### src/design/erma_pkg.sv
// Shared package for the edge-replicated moving average.
// Holds default widths, window constants and the job control struct.
// Used by erma_window, erma_mean and the top level; depends on nothing.
`timescale 1ns / 1ps
`default_nettype none

package erma_pkg;

  // Default sample width in bits.
  localparam int DEF_SAMPLE_WIDTH = 16;

  // Number of past samples kept, and the saturation value of the sample count.
  localparam int HIST_DEPTH = 4;
  localparam int SEEN_MAX   = 4;

  // Window sizes and half widths.
  localparam int TAPS_NARROW = 3;
  localparam int TAPS_WIDE   = 5;
  localparam int HALF_NARROW = 1;
  localparam int HALF_WIDE   = 2;
  localparam int TAP_SLOTS   = TAPS_WIDE;

  // Control that travels with one window sum into the divider.
  typedef struct packed {
    logic wide;  // window was five taps wide
    logic last;  // final result of the sequence
  } job_ctl_t;

endpackage

`default_nettype wire

### src/design/edge_replicated_moving_average.sv
// Edge-replicated centered moving average, top level.
// Instantiates erma_window and erma_mean; depends on erma_pkg.
`timescale 1ns / 1ps
`default_nettype none

// This block averages a stream of signed samples over a centered window of
// three taps (cfg_wr_data = 0, the reset value) or five taps (1). Where the
// window reaches past either end of a sequence, the first or last sample
// stands in for the missing neighbors. Each result is the window sum divided
// by the tap count, rounded to nearest with ties toward positive infinity.
// Results lag the samples by half a window: a result for a sample appears
// once the sample one or two positions later has been taken. The sample that
// carries in_last_sample flushes the remaining results of its sequence (up
// to three for the wide window), marks the final one with out_last_result,
// and starts a fresh sequence. Both channels use a valid/stall handshake; a
// request moves on a rising edge where valid is high and stall is low.
// Throughput is one sample per clock while neither a closing sample nor a
// stalled receiver holds the flow. A closing sample occupies the window
// stage until it has released all its results; in_stall is high throughout
// but for the last release, in which the next request can already be taken.
// The window stage forms one window sum per cycle while the divider takes
// them; three register stages follow (the sum, the reciprocal product, the
// corrected quotient in the output register), and each result passes
// through them in that order. Write the configuration only while the block
// is idle.

module edge_replicated_moving_average #(
  parameter int SAMPLE_WIDTH = erma_pkg::DEF_SAMPLE_WIDTH
) (
  input  wire logic                           clk,
  input  wire logic                           rst_n,
  input  wire logic                           cfg_wr_en,
  input  wire logic                           cfg_wr_data,
  input  wire logic                           in_valid,
  output logic                                in_stall,
  input  wire logic signed [SAMPLE_WIDTH-1:0] in_sample,
  input  wire logic                           in_last_sample,
  output logic                                out_valid,
  input  wire logic                           out_stall,
  output logic signed [SAMPLE_WIDTH-1:0]      out_average,
  output logic                                out_last_result
);

  // One window request from the sequencer to the divider pipeline.
  logic                           job_valid;
  logic                           job_ready;
  logic signed [SAMPLE_WIDTH+2:0] job_sum;
  erma_pkg::job_ctl_t             job_ctl;

  // The window stage keeps the history, decides how many results each sample
  // releases, and sums one window's taps per cycle unless the divider stalls.
  erma_window #(
    .SAMPLE_WIDTH (SAMPLE_WIDTH)
  ) u_window (
    .clk               (clk),
    .rst_n             (rst_n),
    .cfg_wr_en         (cfg_wr_en),
    .cfg_wr_data       (cfg_wr_data),
    .in_valid          (in_valid),
    .in_sample         (in_sample),
    .in_last_sample    (in_last_sample),
    .in_stall          (in_stall),
    .job_valid         (job_valid),
    .job_ready         (job_ready),
    .job_sum           (job_sum),
    .job_ctl           (job_ctl)
  );

  // The divider pipeline turns each sum into the rounded mean; its last stage
  // is the output register, which holds a result while the receiver stalls.
  erma_mean #(
    .SAMPLE_WIDTH (SAMPLE_WIDTH)
  ) u_mean (
    .clk             (clk),
    .rst_n           (rst_n),
    .job_valid       (job_valid),
    .job_ready       (job_ready),
    .job_sum         (job_sum),
    .job_ctl         (job_ctl),
    .out_valid       (out_valid),
    .out_stall       (out_stall),
    .out_average     (out_average),
    .out_last_result (out_last_result)
  );

endmodule

`default_nettype wire

### src/design/erma_window.sv
// Window stage of the edge-replicated moving average: configuration register,
// sample history, result sequencing and the window tap sum.
// Depends on erma_pkg.
`timescale 1ns / 1ps
`default_nettype none

module erma_window #(
  parameter int SAMPLE_WIDTH = erma_pkg::DEF_SAMPLE_WIDTH
) (
  input  wire logic                           clk,
  input  wire logic                           rst_n,
  input  wire logic                           cfg_wr_en,
  input  wire logic                           cfg_wr_data,
  input  wire logic                           in_valid,
  input  wire logic signed [SAMPLE_WIDTH-1:0] in_sample,
  input  wire logic                           in_last_sample,
  output logic                                in_stall,
  output logic                                job_valid,
  input  wire logic                           job_ready,
  output logic signed [SAMPLE_WIDTH+2:0]      job_sum,
  output erma_pkg::job_ctl_t                  job_ctl
);

  localparam int N  = SAMPLE_WIDTH;
  localparam int TW = N + 3;

  logic                 wide_r;
  logic [N-1:0]         cur_r;
  logic [N-1:0]         hist_r [erma_pkg::HIST_DEPTH];
  logic [2:0]           seen_r;
  logic                 last_r;
  logic                 pend_r;
  logic [1:0]           ctr_r;

  logic [2:0]           seen_nxt;
  logic [2:0]           half;
  logic                 accept;
  logic                 fire;
  logic                 done;
  logic signed [3:0]    tap_back [erma_pkg::TAP_SLOTS];
  logic [N-1:0]         tapv [erma_pkg::TAP_SLOTS];
  logic [erma_pkg::TAP_SLOTS-1:0] tap_en;
  logic signed [TW-1:0] sum;

  assign half = wide_r ? 3'(erma_pkg::HALF_WIDE) : 3'(erma_pkg::HALF_NARROW);

  // The held item's pre-update history becomes the next item's history.
  always_comb begin
    if (last_r) begin
      seen_nxt = '0;
    end else if (seen_r == 3'(erma_pkg::SEEN_MAX)) begin
      seen_nxt = seen_r;
    end else begin
      seen_nxt = seen_r + 3'd1;
    end
  end

  assign fire     = pend_r & job_ready;
  assign done     = fire & (~last_r | (ctr_r == 2'd0));
  assign in_stall = pend_r & ~done;
  assign accept   = in_valid & ~in_stall;

  always_ff @(posedge clk) begin
    if (!rst_n) begin
      wide_r <= 1'b0;
    end else if (cfg_wr_en) begin
      wide_r <= cfg_wr_data;
    end
  end

  always_ff @(posedge clk) begin
    if (!rst_n) begin
      seen_r <= '0;
      last_r <= 1'b1;
      pend_r <= 1'b0;
      ctr_r  <= '0;
    end else if (accept) begin
      seen_r <= seen_nxt;
      last_r <= in_last_sample;
      pend_r <= in_last_sample | (seen_nxt >= half);
      if (in_last_sample && (seen_nxt < half)) begin
        ctr_r <= seen_nxt[1:0];
      end else begin
        ctr_r <= half[1:0];
      end
    end else if (fire) begin
      if (done) begin
        pend_r <= 1'b0;
      end else begin
        ctr_r <= ctr_r - 2'd1;
      end
    end
  end

  always_ff @(posedge clk) begin
    if (accept) begin
      cur_r     <= in_sample;
      hist_r[0] <= cur_r;
      for (int i = 1; i < erma_pkg::HIST_DEPTH; i++) begin
        hist_r[i] <= hist_r[i-1];
      end
    end
  end

  // Tap slot j looks (center - (j - 2)) samples back, clamped to the first
  // sample of the sequence and to the current sample.
  always_comb begin
    sum = '0;
    for (int j = 0; j < erma_pkg::TAP_SLOTS; j++) begin
      tap_back[j] = $signed(4'(ctr_r) + 4'd2 - 4'(j));
      if (tap_back[j] < 4'sd0) begin
        tap_back[j] = 4'sd0;
      end else if (tap_back[j] > $signed({1'b0, seen_r})) begin
        tap_back[j] = $signed({1'b0, seen_r});
      end
      if (tap_back[j] == 4'sd0) begin
        tapv[j] = cur_r;
      end else begin
        tapv[j] = hist_r[2'(tap_back[j] - 4'sd1)];
      end
      tap_en[j] = wide_r | ((j >= 1) && (j <= 3));
      if (tap_en[j]) begin
        sum = sum + TW'($signed(tapv[j]));
      end
    end
  end

  assign job_valid    = pend_r;
  assign job_sum      = sum;
  assign job_ctl.wide = wide_r;
  assign job_ctl.last = last_r & (ctr_r == 2'd0);

endmodule

`default_nettype wire

### src/design/erma_mean.sv
// Divider pipeline of the edge-replicated moving average: turns a window sum
// into the rounded mean by a reciprocal multiply with one correction step.
// Depends on erma_pkg.
`timescale 1ns / 1ps
`default_nettype none

module erma_mean #(
  parameter int SAMPLE_WIDTH = erma_pkg::DEF_SAMPLE_WIDTH
) (
  input  wire logic                          clk,
  input  wire logic                          rst_n,
  input  wire logic                          job_valid,
  output logic                               job_ready,
  input  wire logic signed [SAMPLE_WIDTH+2:0] job_sum,
  input  wire erma_pkg::job_ctl_t            job_ctl,
  output logic                               out_valid,
  input  wire logic                          out_stall,
  output logic signed [SAMPLE_WIDTH-1:0]     out_average,
  output logic                               out_last_result
);

  localparam int N  = SAMPLE_WIDTH;
  localparam int TW = N + 3;
  localparam int MW = N + 2;
  localparam int PW = TW + MW;

  // floor(2^TW / W): the estimate is exact or one low for any offset sum.
  localparam logic [MW-1:0] RECIP_NARROW =
      MW'((64'd1 << TW) / 64'(erma_pkg::TAPS_NARROW));
  localparam logic [MW-1:0] RECIP_WIDE =
      MW'((64'd1 << TW) / 64'(erma_pkg::TAPS_WIDE));

  // Rounding bias (W-1)/2 plus W * 2^(N-1), which makes the dividend positive.
  localparam logic [TW-1:0] OFS_NARROW =
      TW'(64'(erma_pkg::TAPS_NARROW) * (64'd1 << (N - 1)) + 64'd1);
  localparam logic [TW-1:0] OFS_WIDE =
      TW'(64'(erma_pkg::TAPS_WIDE) * (64'd1 << (N - 1)) + 64'd2);

  logic                 s1_v_r;
  logic signed [TW-1:0] s1_sum_r;
  erma_pkg::job_ctl_t   s1_ctl_r;
  logic                 s2_v_r;
  logic [TW-1:0]        s2_t_r;
  logic [N-1:0]         s2_qe_r;
  erma_pkg::job_ctl_t   s2_ctl_r;
  logic                 s3_v_r;
  logic [N-1:0]         s3_avg_r;
  logic                 s3_last_r;

  logic                 s1_ready;
  logic                 s2_ready;
  logic                 s3_ready;
  logic [TW-1:0]        t_val;
  logic [MW-1:0]        recip;
  logic [PW-1:0]        prod;
  logic [TW-1:0]        qe_ext;
  logic [TW-1:0]        wq;
  logic [TW-1:0]        rem;
  logic                 bump;
  logic [N-1:0]         q_val;

  assign s3_ready  = ~s3_v_r | ~out_stall;
  assign s2_ready  = ~s2_v_r | s3_ready;
  assign s1_ready  = ~s1_v_r | s2_ready;
  assign job_ready = s1_ready;

  assign t_val = $unsigned(s1_sum_r) + (s1_ctl_r.wide ? OFS_WIDE : OFS_NARROW);
  assign recip = s1_ctl_r.wide ? RECIP_WIDE : RECIP_NARROW;
  assign prod  = PW'(t_val) * PW'(recip);

  // Remainder check: W * q_est is a shift and an add.
  assign qe_ext = TW'(s2_qe_r);
  assign wq     = s2_ctl_r.wide ? (qe_ext + (qe_ext << 2)) : (qe_ext + (qe_ext << 1));
  assign rem    = s2_t_r - wq;
  assign bump   = s2_ctl_r.wide ? (rem >= TW'(erma_pkg::TAPS_WIDE))
                                : (rem >= TW'(erma_pkg::TAPS_NARROW));
  assign q_val  = s2_qe_r + N'(bump);

  always_ff @(posedge clk) begin
    if (!rst_n) begin
      s1_v_r <= 1'b0;
      s2_v_r <= 1'b0;
      s3_v_r <= 1'b0;
    end else begin
      if (s1_ready) begin
        s1_v_r <= job_valid;
      end
      if (s2_ready) begin
        s2_v_r <= s1_v_r;
      end
      if (s3_ready) begin
        s3_v_r <= s2_v_r;
      end
    end
  end

  always_ff @(posedge clk) begin
    if (s1_ready && job_valid) begin
      s1_sum_r <= job_sum;
      s1_ctl_r <= job_ctl;
    end
    if (s2_ready && s1_v_r) begin
      s2_t_r   <= t_val;
      s2_qe_r  <= prod[TW +: N];
      s2_ctl_r <= s1_ctl_r;
    end
    if (s3_ready && s2_v_r) begin
      // Removing the 2^(N-1) offset is a flip of the top bit.
      s3_avg_r  <= {~q_val[N-1], q_val[N-2:0]};
      s3_last_r <= s2_ctl_r.last;
    end
  end

  assign out_valid       = s3_v_r;
  assign out_average     = $signed(s3_avg_r);
  assign out_last_result = s3_last_r;

endmodule

`default_nettype wire
### config.mk
export PLATFORM = sky130hd
export DESIGN_NAME = edge_replicated_moving_average
export DESIGN_NICKNAME = d
export VERILOG_FILES = /design/src/design/erma_pkg.sv /design/src/design/edge_replicated_moving_average.sv /design/src/design/erma_window.sv /design/src/design/erma_mean.sv
export SDC_FILE = /design/constraint.sdc
export NUM_CORES = 1
export LEC_CHECK = 0
export ABC_AREA = 0
export BUFFER_PORTS_ARGS = -buffer_cell sky130_fd_sc_hd__buf_2
export CAP_MARGIN = 0
export CORE_MARGIN = 2
export CORE_UTILIZATION = 35
export DETAILED_ROUTE_END_ITERATION = 10
export HOLD_SLACK_MARGIN = 0.05
export PLACE_DENSITY_LB_ADDON = 0.3
export SETUP_SLACK_MARGIN = 0.15
export SLEW_MARGIN = 25
export SYNTH_ARGS = -nofsm -noshare
export SYNTH_HDL_FRONTEND = slang
export SYNTH_SLANG_ARGS = --single-unit
export TNS_END_PERCENT = 5
### constraint.sdc
create_clock -name clk -period 11.8 [get_ports clk]
set_input_delay 2.36 -clock clk [delete_from_list [all_inputs] [get_ports clk]]
set_output_delay 2.36 -clock clk [all_outputs]
set_load 0.005 [all_outputs]
==> flow_metrics.py <==
metrics = {
    "timing": {
        "rsz0062_at_grt": "false",
        "slew_violations": 0,
        "finalCriticalPeriod_ns": 9.475,
        "relSlewSlack_pct": 31.21,
        "tns_ns": 0,
        "finalSetupViolations": 0,
        "hold_viol": 0,
        "fin_skew_ns": 0.01664,
        "finalCritPeriodShare_pct": 80.29,
        "max_freq_mhz": 105.5,
        "worstMarginPinSlew_ns": 1.032,
    },
    "die": {
        "die_x_microns": 248.3,
        "die-height_microns": 248.3,
        "initial_core_util_pct": 35.40,
        "row_count": 89,
        "ioPinCount": 42,
        "die-area_sq_um": 61660,
        "core_sq_um": 59020,
    },
    "cts": {
        "clkTransAtPathRegs_ns": 0.07,
        "post-cts-setup-buffer-count": 0,
        "h-tree-depth": 4,
        "cts_num_sinks": 166,
        "cts_root_buffer": "clkbuf_16",
        "cts-resized-gates": 0,
        "hold_buffers": 0,
        "clkLatencyLatePin_ns": 0.50,
        "cts_tree": "done",
        "cts_buffers": 17,
        "cts_buffer_depth": 2,
    },
    "synthesis": {
        "syn_area_sq_um": 20890,
        "synth-edff-count": 155,
        "ys_ff_latch": 166,
        "netlist_instances": 1931,
        "synth_ff_type": "edfxtp_1",
        "synth_area_per_cell_sq_um": 10.82,
        "yosys_warnings": 0,
        "ys_types": 66,
        "async_flop_share_pct": 0,
        "synth_seq_area_share_pct": 23.33,
    },
    "global_route": {
        "grt_pass1_wl_mm": 77.76,
        "grt_overflow_total": 0,
        "grt_busiest_layer": "met2",
        "met1_usage_pct": 20.76,
        "use_met2_pct": 28.36,
        "grt_max_degree": 77,
        "met3_usage_pct": 2.112,
        "grt_antenna_before_repair": 0,
        "gr-usage-all-layers_pct": 16.23,
        "grt_pass1_vias": 14650,
    },
    "finish": {
        "final_common_cell": "inv_1",
        "drive_above_1_share_pct": 11.70,
        "finish.net_count": 2456,
        "syn_to_final_growth_pct": 8.733,
        "regArea_sq_um": 4875,
        "layout_common_cells": "297 x inv_1, 257 x ha_1, 197 x fa_1",
        "multiInputGateArea_sq_um": 14820,
        "fillers": 5730,
    },
    "detailed_routing": {
        "dr.pass1.iters": 5,
        "wl_per_cell_microns": 16.94,
        "post-route-drc-count": 0,
        "dr_total_vias": 14040,
        "vias_per_cell": 5.079,
        "routed_wl_mm": 46.85,
        "antenna_left": 0,
        "drt_iter0_drc": 586,
    },
    "worst_setup_path": {
        "worstSetupPathType": "flip-flop to flip-flop",
        "cp-start-kind": "flip-flop",
        "cp-startpoint": "u_window.ctr_r[0]",
        "rrSetupSlack_ns": 2.33,
        "critPathSlowestCell": "ha_1",
        "arrival_ns": 9.72,
        "required_ns": 12.05,
        "rr_startpoint": "u_window.ctr_r[0]",
        "cp_max_fo": 17,
        "end_kind": "flip-flop",
        "critPathMaxStageDelay_ns": 0.85,
    },
    "place": {
        "portBuffers": 41,
        "place_congestion": 0.8822,
        "dp_hpwl_mm": 37.91,
    },
    "min_path": {
        "hold_class": "flip-flop to flip-flop",
        "worstHoldStart": "u_mean.s1_ctl_r[0]",
    },
    "run": {
        "cap_violations": 0,
    },
    "outcome": {
        "outcome": "complete, no violations",
    },
}
-- critical path: cells and delay by family, from the launching register on --
family | cells | cell delay (ns)
AO/OA/AOI/OAI | 13 | 3.07
XOR/XNOR | 3 | 0.45
adder cells (fa/ha/maj) | 7 | 3.26
buffers and inverters | 6 | 0.88
flip-flops | 1 | 0.67
multiplexers | 2 | 0.71
AND/OR/NAND/NOR | 2 | 0.18
-- cells in the mapped netlist (21+ instances only) --
master,n,share of area (%)
o21a_1,22,0.79
inv_1,297,5.3
mux4_2,75,8.1
fa_1,197,19
o21ai_0,47,1.1
nor3_1,25,0.60
nor2_1,92,1.7
edfxtp_1,155,22
a21o_1,34,1.2
mux2_2,43,2.3
nand2_1,126,2.3
a21oi_1,91,2.2
clkbuf_1,44,0.79
ha_1,257,15
xor2_1,47,2.0
xnor2_1,71,3.0
and2_1,21,0.63
nand3_1,23,0.55
mux2i_1,46,2.2
-- cell families (layout without fill, tap and decap cells) --
kind of cell / Yosys count / in the layout / share of synthesized area [%]
XOR/XNOR: 118 / 118 / 4.947
AO/OA/AOI/OAI: 283 / 283 / 8.817
other: 2 / 36 / 0.03595
flip-flops: 166 / 166 / 23.33
AND/OR/NAND/NOR: 377 / 377 / 8.463
adder cells (fa/ha/maj): 454 / 454 / 34.27
multiplexers: 173 / 173 / 13.55
buffers and inverters: 358 / 385 / 6.582
-- registers in the layout, indices dropped and copies added (netlist names), 2 cells and up --
name / flops
u_mean.s1_sum_r: 19
u_window.seen_r: 3
u_window.ctr_r: 2
u_mean.s2_ctl_r: 2
u_mean.out_average: 16
u_window.cur_r: 16
u_mean.s1_ctl_r: 2
u_mean.s2_qe_r: 16
u_window.hist_r: 64
u_mean.s2_t_r: 19
-- final timing paths --
path | to | cells past startpoint
worst max-delay path | u_mean.s1_sum_r[18] | 33
worst min-delay path | u_mean.s2_ctl_r[0] | 0
worst max register to register | u_mean.s1_sum_r[18] | 33
worst min register to register | u_mean.s2_ctl_r[0] | 0
-- stage by stage --
step / worst slack [ns] / hold WS (ns) / cell area [sq um] / instances / utilization (%)
global route: 1.709 / 0.4425 / 22710 / 2764 / 38.48
CTS: 2.326 / 0.4247 / 22660 / 2761 / 38.40
finish: 2.325 / 0.4215 / 22710 / 2765 / 38.49
floorplan: 3.572 / 0.4003 / 21010 / 1964 / -
detailed placement: 2.340 / 0.4074 / 22060 / 2730 / 37.38
global placement: 2.695 / 0.4091 / 22060 / 2730 / 37.38
-- metal layers --
metal  share of wire [%]  wire (microns)
met1                  45           20880
met2                  51           23850
met3                 2.6            1240
met4                 1.9             874
met5                   0               0
-- layout make-up --
cell class	instances	share of cell area, %
Antenna cell	1	0.01102
Multi-Input combinational cell	1440	65.24
Inverter	300	4.963
Tap cell	773	4.258
Clock inverter	13	0.7436
Sequential cell	166	21.46
Clock buffer	18	1.889
Timing Repair Buffer	54	1.432
Power is not shown: default switching activity piles up to over one toggle a cycle in this logic, so the estimate is an artifact.
